<file path="src/sv/grs_pkg.sv">
// Shared types and constants for the graph reachability search block.
package grs_pkg;

  localparam int MAX_NODES_DEF = 256;

  // Width of one adjacency slice examined per scan cycle.
  localparam int CHUNK   = 16;
  localparam int CHUNK_W = $clog2(CHUNK);

  localparam int NODE_W  = 8;
  localparam int COUNT_W = 9;

  localparam logic [1:0] FN_CLEAR  = 2'd0;
  localparam logic [1:0] FN_ADD    = 2'd1;
  localparam logic [1:0] FN_SEARCH = 2'd2;

  localparam logic [2:0] ST_ADDED = 3'd0;
  localparam logic [2:0] ST_DUP   = 3'd1;
  localparam logic [2:0] ST_SELF  = 3'd2;
  localparam logic [2:0] ST_RANGE = 3'd3;
  localparam logic [2:0] ST_DONE  = 3'd4;

  typedef enum logic [2:0] {
    S_CLEAR,
    S_IDLE,
    S_EDGE_A,
    S_EDGE_B,
    S_POP,
    S_POP_W,
    S_SCAN,
    S_REPLY
  } state_t;

  typedef struct packed {
    logic               hit;
    logic [CHUNK_W-1:0] off;
  } pick_t;

endpackage

</file>
<file path="src/sv/grs_chunk_pick.sv">
// Lowest-set-bit picker over one adjacency slice of unvisited neighbors.
module grs_chunk_pick (
  input  logic [grs_pkg::CHUNK-1:0] cand,
  output grs_pkg::pick_t            pick
);

  always_comb begin
    pick.hit = 1'b0;
    pick.off = '0;
    for (int j = grs_pkg::CHUNK - 1; j >= 0; j--) begin
      if (cand[j]) begin
        pick.hit = 1'b1;
        pick.off = grs_pkg::CHUNK_W'(j);
      end
    end
  end

endmodule

</file>
<file path="config.mk">
export PLATFORM = sky130hd
export DESIGN_NAME = grs_chunk_pick
export DESIGN_NICKNAME = d
export VERILOG_FILES = /design/src/sv/grs_pkg.sv /design/src/sv/grs_chunk_pick.sv
export SDC_FILE = /design/constraint.sdc
export NUM_CORES = 1
export LEC_CHECK = 0
export BUFFER_PORTS_ARGS = -buffer_cell sky130_fd_sc_hd__buf_4
export CAP_MARGIN = 20
export CORE_AREA = 2 2 39 41
export DETAILED_ROUTE_END_ITERATION = 10
export DIE_AREA = 0 0 41 43
export REMOVE_ABC_BUFFERS = 1
export SYNTH_ARGS = -nofsm -noshare
export SYNTH_HDL_FRONTEND = slang
export SYNTH_SLANG_ARGS = --single-unit
</file>
<file path="constraint.sdc">
create_clock -name vclk -period 1.2
set_clock_uncertainty 0.2 [all_clocks]
set_input_delay 0.12 -clock vclk [all_inputs]
set_output_delay 0.12 -clock vclk [all_outputs]
set_load 0.05 [all_outputs]
</file>
Word level (Yosys, flattened, before mapping)
Cells that the tools add are included.
Widths: inputs -> output; s select.
- add/sub/neg operators: 0
- multiply operators: 0
- divide/modulo/power cells: 0
- magnitude comparators: 0
- equality and inequality tests: 0
- shift-type cells: 0
- multiplexer cells: 16
- bitwise operators: 0
- reduce and logical (&&, ||, !) cells: 0
- operators by type and width (cell ; number):
    $mux 5 ; 16
- register bits: 0
- bits in latches: 0
- bits in writable memories: 0
- ROM bits: 0
- input port bits: 16
- logic and storage cells: 16
- memories: 0

Depth between registers and ports, before layout
Gate-level depths: netlist (run 1).
- depth in word-level cells: 16
- gate-level depth with buffers: 4

Worst setup path before layout (run 1)
Ideal clock, no wire load.
- path type: in2out
- start point: input cand[6] (netlist name)
- end point: output pick[3] (netlist name)
- data arrival time: 1318 ps
- data required time: 880 ps
- slack: -438 ps
- cell stages on the path: 3
- cells stage by stage: nor4_2 -> nand3_1 -> a31oi_1
- RTL lines (element ; line ; text):
    start: declaration ; grs_chunk_pick.sv:3 ; input logic [grs_pkg::CHUNK-1:0] cand,
    end: declaration ; grs_chunk_pick.sv:4 ; output grs_pkg::pick_t pick

==> impl_metrics.env, run 1 <==
export IMPL_synth_distinct_cells=16
export IMPL_post_synth_inst_count=34
export IMPL_setup_ws_ns=-0.262
export IMPL_post_route_cells_drive_above_1_share=0.677
export IMPL_synth_mux_area_fraction=0
export IMPL_worst_ir_drop_vdd_v=0.000157
export IMPL_fin_nets=83
export IMPL_worstHoldPathType="input port to primary output"
export IMPL_ratio_of_final_minimum_period_to_clock_period=1.22
export IMPL_multi_input_area_um2=244
export IMPL_clockBufferCount=0
export IMPL_unrepaired_setup_endpoints_after_global_routing="true"
export IMPL_global_route_wire_length_before_repair_um=1290
export IMPL_sequential_cell_area_um2=0
export IMPL_dpl_cell_count=79
export IMPL_core_region_area_um2=1380
export IMPL_setup_worst_path_end_class="primary output"
export IMPL_seq_cell_count=0
export IMPL_cp_slowest_stage_delay_ns=0.34
export IMPL_synth_largest_type_area_fraction=0.171
export IMPL_synth_seq_area_share=0
export IMPL_remaining_drc_errors=0
export IMPL_ant_nets=0
export IMPL_grt_antenna_before_repair=0
export IMPL_hp_start="cand[6]"
export IMPL_ys_top_cells_by_area="nor2_1 (17%), nand2_1 (11%), a21oi_1 (8.6%)"
export IMPL_timing_worst_setup_path_type="input port to primary output"
export IMPL_cp_required_ns=0.88
export IMPL_flow_area_growth_from_synthesis_pct=225
export IMPL_violations="setup timing"
export IMPL_route_vias_total=362
export IMPL_io_buffers=21
export IMPL_initial_core_util=0.127
export IMPL_finalSetupViolations=5
export IMPL_max_freq_ghz=0.684
export IMPL_grtUsageTotal=0.0979
export IMPL_synthesized_area_fraction_occupied_by_ao_oa_aoi_and_oai_cells=0.350
export IMPL_ios=21
export IMPL_cp_start_kind="input port"
export IMPL_synth_top_family_by_area="simple AND/OR/NAND/NOR gates"
export IMPL_utilization=0.411
export IMPL_post_synth_cell_area_avg_um2=5.15
export IMPL_largest_net_degree_at_the_start_of_global_routing=5
export IMPL_placementRows=14
export IMPL_post_synth_and_or_nand_nor_area_fraction=0.586
export IMPL_synth_fa_ha_area_frac=0
export IMPL_mappedNetlistArea_um2=175
export IMPL_synthXorXnorAreaFrac=0
export IMPL_worst_pin_slew_ns=0.293
export IMPL_antenna_diode_count=0
export IMPL_library_cell_with_the_highest_instance_count_after_synthesis="nor2_1"
export IMPL_wl_per_cell_um=11.4
export IMPL_drt_iter0_drc=1
export IMPL_timing_final_max_slew_violations=0
export IMPL_via_per_inst=4.47
export IMPL_cell_at_the_slowest_stage_of_the_critical_path="or3_1"
export IMPL_detailedPlacementHpwl_um=583
export IMPL_hold_viol_final=0
export IMPL_postRouteWirelength_um=926
export IMPL_crit_path_max_fanout=2
export IMPL_cellPowerDensity_nw_per_um2=329
export IMPL_die_h_um=43
export IMPL_die_area_um2=1760
export IMPL_post_layout_nonfiller_instances=81
export IMPL_die_width_um=41
export IMPL_holdPathStages=5
export IMPL_globalplace_congestion=0.768
export IMPL_post_synth_most_frequent_cells="nor2_1 (8), nand2_1 (5), a21oi_1 (3), inv_1 (3)"
export IMPL_arrival_ns=1.14
export IMPL_ordered_list_of_cells_on_the_worst_path="buf_8 -> nor4_4 -> nand3_2 -> or3_1 -> buf_6"
export IMPL_synth_top_area_cell="nor2_1"
export IMPL_drtPass1Iterations=2
export IMPL_hold_end="pick[3]"
export IMPL_synth_warnings=0
export IMPL_fill_cells=152
export IMPL_status="complete, but fails checks"
export IMPL_gr_total_overflow=0
export IMPL_totalNegativeSetupSlack_ns=-0.802
export IMPL_layout_min_cycle_time_ns=1.46
export IMPL_holdBufCountCts=0
export IMPL_max_slew_margin_rel=0.803
export IMPL_maxCapViolations=0
export IMPL_via_count_of_the_first_global_routing_pass=351
export IMPL_p_leak_nw=0.244
export IMPL_post_layout_total_power_uw=187
==> layer usage <==
| metal | track usage | share of wire | up-vias |
|---|---|---|---|
| met1 | 0.104 | 0.36 | 162 |
| met3 | 0.0105 | 0.056 | 0 |
| met2 | 0.184 | 0.59 | 13 |
| met4 | 0.0267 | 0 | 0 |
| li1 | - | - | 187 |
| met5 | 0 | 0 | - |
==> cell families after synthesis <==
logic type      after synthesis
compound gates               10
buf+inv                       3
simple gates                 21
==> worst max path at each step <==
| stage | depth (start not counted) | from | end |
|---|---|---|---|
| after floorplan | 3 | cand[6] | pick[3] |
| after global placement | 5 | cand[6] | pick[4] |
| after detailed placement | 5 | cand[6] | pick[4] |
| after CTS | 5 | cand[6] | pick[4] |
| after global routing | 5 | cand[6] | pick[4] |
| final | 5 | cand[6] | pick[4] |
==> layout make-up <==
type,count,area share
Inverter,3,0.0286
Timing Repair Buffer,31,0.508
Tap cell,16,0.0352
Multi-Input combinational cell,31,0.429
==> where the power goes <==
group / internal (mW) / leakage, nW / switching (mW)
Sequential: 0 / 0 / 0
Clock: 0 / 0 / 0
Combinational: 0.0974 / 0.244 / 0.0898
Total: 0.0974 / 0.244 / 0.0898
==> timing repair <==
| action | CTS | global route |
|---|---|---|
| endpoints found under the setup margin | 5 | 5 |
| setup buffers | 0 | 2 |
| pin swaps | 7 | 7 |
| gates resized for setup | 20 | 15 |
==> critical path, delay by kind of cell <==
| kind | cells | cell delay, ns |
|---|---|---|
| buffers and inverters | 2 | 0.26 |
| AND/OR/NAND/NOR | 3 | 0.76 |
==> cell usage in the layout, fill, tap and decap left out, drive strengths merged <==
master   n
buf     31
nor2     8
nand2    5
a21oi    3
nor4     2
inv      2
nand3    2
a31oi    2
o21ai    2
and3     1
o31ai    1
clkinv   1
o311a    1
or2b     1
nor3     1
o22ai    1
or3      1
==> stage by stage <==
stage	setup WS [ns]	instance area, um^2	hold WS [ns]
after floorplan	-0.438	175	0.303
after global placement	-0.302	413	0.451
after detailed placement	-0.303	413	0.450
after CTS	-0.237	490	0.452
after global routing	-0.312	569	0.437
final	-0.262	569	0.399
No activity file was read; power rests on OpenSTA's default activity.
==> run 2, diff against run 1 <==
clock period = 1.78 ns   (was 1.2 ns; I/O delays follow)
==> run 2 against run 1 <==
Effect of this change:
- the run now ends clean
- final area is 38% lower
- total power down 58%
- hold slack improved by 0.10 ns
- via count is 12% lower
- die area stayed put
- critical path depth unchanged
- flip-flop and latch count unchanged
- combinational power down 58%
- setup slack better by 0.42 ns
- clock-buffer cell count unchanged
- cell count decreased by 12%
- global-route usage shrank 1.2 points
- critical endpoint unchanged
==> impl_metrics.env, run 2 (same netlist as run 1, synthesis figures left out) <==
export IMPL_largest_net_degree_at_the_start_of_global_routing=5
export IMPL_fin_nets=73
export IMPL_detailedPlacementHpwl_um=607
export IMPL_timing_worst_setup_path_type="input port to primary output"
export IMPL_timing_critical_path_mode_cell="buf_4"
export IMPL_p_leak_nw=0.170
export IMPL_postCtsResizedCells=0
export IMPL_worst_pin_slew_ns=0.336
export IMPL_ant_nets=0
export IMPL_cp_buffers_inverters=2
export IMPL_most_common_layout_cells="buf_4 (21), nor2_1 (8), nand2_1 (5)"
export IMPL_max_slew_margin_rel=0.774
export IMPL_utilization=0.255
export IMPL_placementRows=14
export IMPL_via_per_inst=4.46
export IMPL_fill_cells=152
export IMPL_flow_area_growth_from_synthesis_pct=101
export IMPL_ios=21
export IMPL_crit_path_max_fanout=3
export IMPL_unrepaired_setup_endpoints_after_global_routing="false"
export IMPL_cell_at_the_slowest_stage_of_the_critical_path="or3_1"
export IMPL_remaining_drc_errors=0
export IMPL_die_h_um=43
export IMPL_hold_viol_final=0
export IMPL_max_freq_ghz=0.617
export IMPL_setup_worst_path_end_class="primary output"
export IMPL_post_route_cells_drive_above_1_share=0.400
export IMPL_postRouteWirelength_um=690
export IMPL_post_layout_total_power_uw=79.2
export IMPL_maxCapViolations=0
export IMPL_timing_final_max_slew_violations=0
export IMPL_post_route_cell_area_um2=353
export IMPL_via_count_of_the_first_global_routing_pass=286
export IMPL_crit_family="simple AND/OR/NAND/NOR gates"
export IMPL_seq_cell_count=0
export IMPL_cts_setup_buffers=0
export IMPL_cp_required_ns=1.40
export IMPL_global_route_wire_length_before_repair_um=1150
export IMPL_worst_ir_drop_vdd_v=0.0000863
export IMPL_cp_slowest_stage_delay_ns=0.32
export IMPL_clockBufferCount=0
export IMPL_die_area_um2=1760
export IMPL_wl_per_cell_um=9.72
export IMPL_ratio_of_final_minimum_period_to_clock_period=0.911
export IMPL_globalplace_congestion=0.743
export IMPL_drt_iter0_drc=12
export IMPL_hold_slack_ns=0.499
export IMPL_ordered_list_of_cells_on_the_worst_path="buf_4 -> nor4_2 -> nand3_1 -> or3_1 -> buf_4"
export IMPL_sequential_cell_area_um2=0
export IMPL_drtPass1Iterations=5
export IMPL_route_vias_total=317
export IMPL_die_width_um=41
export IMPL_initial_core_util=0.127
export IMPL_status="complete, no violations"
export IMPL_grt_antenna_before_repair=0
export IMPL_core_region_area_um2=1380
export IMPL_worstHoldPathType="input port to primary output"
export IMPL_arrival_ns=1.24
export IMPL_cellPowerDensity_nw_per_um2=225
export IMPL_layout_cells_most_common="buf_4"
export IMPL_holdBufCountCts=0
export IMPL_antenna_diode_count=0
export IMPL_gr_total_overflow=0
export IMPL_finalSetupViolations=0
export IMPL_grtUsageTotal=0.0859
export IMPL_io_buffers=21
export IMPL_layout_min_cycle_time_ns=1.62
export IMPL_dpl_cell_area_um2=353
export IMPL_multi_input_area_um2=164
export IMPL_totalNegativeSetupSlack_ns=0
export IMPL_cp_start_kind="input port"
run 2: changes by cell type in the layout (fill, tap and decap cells not counted), moves of 2 or more:
cell,change
o21ai_0,+2
nor2_2,-3
nor4_4,-2
buf_6,-9
nor2_1,+3
buf_8,-3
buf_4,+2
run 2: worst min-delay path, cell delays in order:
cell	delay (ns)
buf_4	0.09
o22ai_1	0.06
buf_4	0.19
run 2: power breakdown:
part	internal [mW]	switching (mW)	total (mW)	leakage, nW
Clock	0	0	0	0
Sequential	0	0	0	0
Combinational	0.0372	0.0420	0.0792	0.170
Total	0.0372	0.0420	0.0792	0.170
run 2: area by class of cell:
class	instances	share of cell area
timing repair buffer	21	0.447
multi-input combinational	31	0.465
tap	16	0.0567
inverter	3	0.0319
run 2: per-stage QoR:
step                std cells  worst slack, ns
floorplan                  34           0.0259
global placement           71            0.170
detailed placement         71            0.145
CTS                        71            0.139
global route               71           0.0794
finish                     71            0.158
run 2: path summary, 6_finish.rpt:
kind                start       to  slack [ns]  cells after the start
setup / recovery  cand[6]  pick[4]        0.16                      5
hold / removal    cand[0]  pick[0]        0.50                      3
run 2: metal layers:
metal  track usage  share of wire  routed length (um)
met1         0.114           0.41                 286
met2         0.156           0.49                 336
met3             0          0.099                  68
met4             0              0                   0
met5             0              0                   0
==> run 3, diff against run 2 <==
CELL_PAD_IN_SITES_DETAIL_PLACEMENT = 1   (was not set)
CELL_PAD_IN_SITES_GLOBAL_PLACEMENT = 2   (was not set)
PLACE_DENSITY_LB_ADDON = 0.1   (was not set)
==> run 3 against run 2 <==
Effect of this change:
- critical path depth unchanged
- maximum frequency about the same
- sequential share of layout area unchanged
- first-iteration DRC count decreased by 83%
- cell count unchanged
- final area unchanged
- critical path type unchanged
- largest cell class unchanged
- highest routed layer unchanged
==> impl_metrics.env, run 3 (same netlist as run 1, synthesis figures left out) <==
export IMPL_timing_worst_setup_path_type="input port to primary output"
export IMPL_seq_power_share=0
export IMPL_maxCapViolations=0
export IMPL_crit_path_max_fanout=3
export IMPL_global_route_wire_length_before_repair_um=1380
export IMPL_timing_critical_path_mode_cell="buf_4"
export IMPL_most_common_layout_cells="buf_4 (21), nor2_1 (8), nand2_1 (5)"
export IMPL_ratio_of_final_minimum_period_to_clock_period=0.911
export IMPL_p_leak_nw=0.170
export IMPL_cp_slowest_stage_delay_ns=0.32
export IMPL_core_region_area_um2=1380
export IMPL_dpl_worst_slack_ns=0.152
export IMPL_globalplace_congestion=0.632
export IMPL_max_slew_margin_rel=0.781
export IMPL_drtPass1Iterations=2
export IMPL_antenna_diode_count=0
export IMPL_clockBufferCount=0
export IMPL_ios=21
export IMPL_io_buffers=21
export IMPL_remaining_drc_errors=0
export IMPL_largest_net_degree_at_the_start_of_global_routing=5
export IMPL_cellPowerDensity_nw_per_um2=228
export IMPL_setup_worst_path_end_class="primary output"
export IMPL_postRouteWirelength_um=847
export IMPL_via_per_inst=4.65
export IMPL_postCtsResizedCells=0
export IMPL_wl_per_cell_um=11.9
export IMPL_combinationalPowerShare=1.000
export IMPL_totalNegativeSetupSlack_ns=0
export IMPL_cell_at_the_slowest_stage_of_the_critical_path="or3_1"
export IMPL_ant_nets=0
export IMPL_drt_iter0_drc=2
export IMPL_worst_pin_slew_ns=0.325
export IMPL_cp_start_kind="input port"
export IMPL_clockPowerShare=0
export IMPL_unrepaired_setup_endpoints_after_global_routing="false"
export IMPL_worstHoldPathType="input port to primary output"
export IMPL_routed_wl_met3_um=47
export IMPL_via_count_of_the_first_global_routing_pass=357
export IMPL_internal_power_uw=37.2
export IMPL_flow_area_growth_from_synthesis_pct=101
export IMPL_routed_wl_met2_um=480
export IMPL_setup_ws_ns=0.158
export IMPL_detailedPlacementHpwl_um=775
export IMPL_hold_viol_final=0
export IMPL_worst_ir_drop_vdd_v=0.0000552
export IMPL_die_width_um=41
export IMPL_route_vias_total=330
export IMPL_grt_antenna_before_repair=0
export IMPL_fill_cells=190
export IMPL_die_area_um2=1760
export IMPL_sequential_cell_area_um2=0
export IMPL_gr_total_overflow=0
export IMPL_die_h_um=43
export IMPL_cp_required_ns=1.40
export IMPL_power_net_switching_uw=43.3
export IMPL_timing_final_max_slew_violations=0
export IMPL_grtUsageTotal=0.105
export IMPL_cts_setup_buffers=0
export IMPL_ordered_list_of_cells_on_the_worst_path="buf_4 -> nor4_2 -> nand3_1 -> or3_1 -> buf_4"
export IMPL_seq_cell_count=0
export IMPL_arrival_ns=1.24
export IMPL_initial_core_util=0.127
export IMPL_fin_nets=73
export IMPL_finalSetupViolations=0
export IMPL_power_share_switching=0.538
export IMPL_placementRows=14
export IMPL_layout_min_cycle_time_ns=1.62
export IMPL_post_route_cells_drive_above_1_share=0.400
export IMPL_holdBufCountCts=0
export IMPL_top_layer="met3"
export IMPL_layout_cells_most_common="buf_4"
export IMPL_status="complete, no violations"
export IMPL_met1Wirelength_um=320
export IMPL_multi_input_area_um2=164
export IMPL_max_freq_ghz=0.616
run 3: path summary, 6_finish.rpt:
| check | depth (start not counted) | start | endpoint | slack, ns |
|---|---|---|---|---|
| setup / recovery | 5 | cand[6] | pick[4] | 0.16 |
| hold / removal | 3 | cand[0] | pick[0] | 0.50 |
run 3: through the flow:
step	area, um^2	util	hold WS [ns]	total power [mW]	cells
2_1_floorplan	175	-	0.419	0.0332	34
3_3_place_gp	353	0.255	0.483	0.0784	71
3_5_place_dp	353	0.255	0.496	0.0816	71
4_1_cts	353	0.255	0.496	0.0819	71
5_1_grt	353	0.255	0.513	0.0893	71
6_report	353	0.255	0.496	0.0806	71
run 3: routing by layer:
layer | up-vias | global-route usage
li1 | 167 | -
met1 | 153 | 0.130
met2 | 10 | 0.200
met3 | 0 | 0
met4 | 0 | 0
met5 | - | 0
run 3: cell type report:
type                            instances  area share
Tap cell                               16      0.0567
Timing Repair Buffer                   21       0.447
Multi-Input combinational cell         31       0.465
Inverter                                3      0.0319
run 3: power groups by stage:
stage | sequential (mW) | combinational [mW] | clock [mW]
CTS | 0 | 0.0819 | 0
global placement | 0 | 0.0784 | 0
detailed placement | 0 | 0.0816 | 0
floorplan | 0 | 0.0332 | 0
global route | 0 | 0.0893 | 0
finish | 0 | 0.0806 | 0
run 3: worst max-delay path: cells and delay by family:
family                 cells  cell delay [ns]
buffers and inverters      2             0.32
and+or+nand+nor            3             0.75
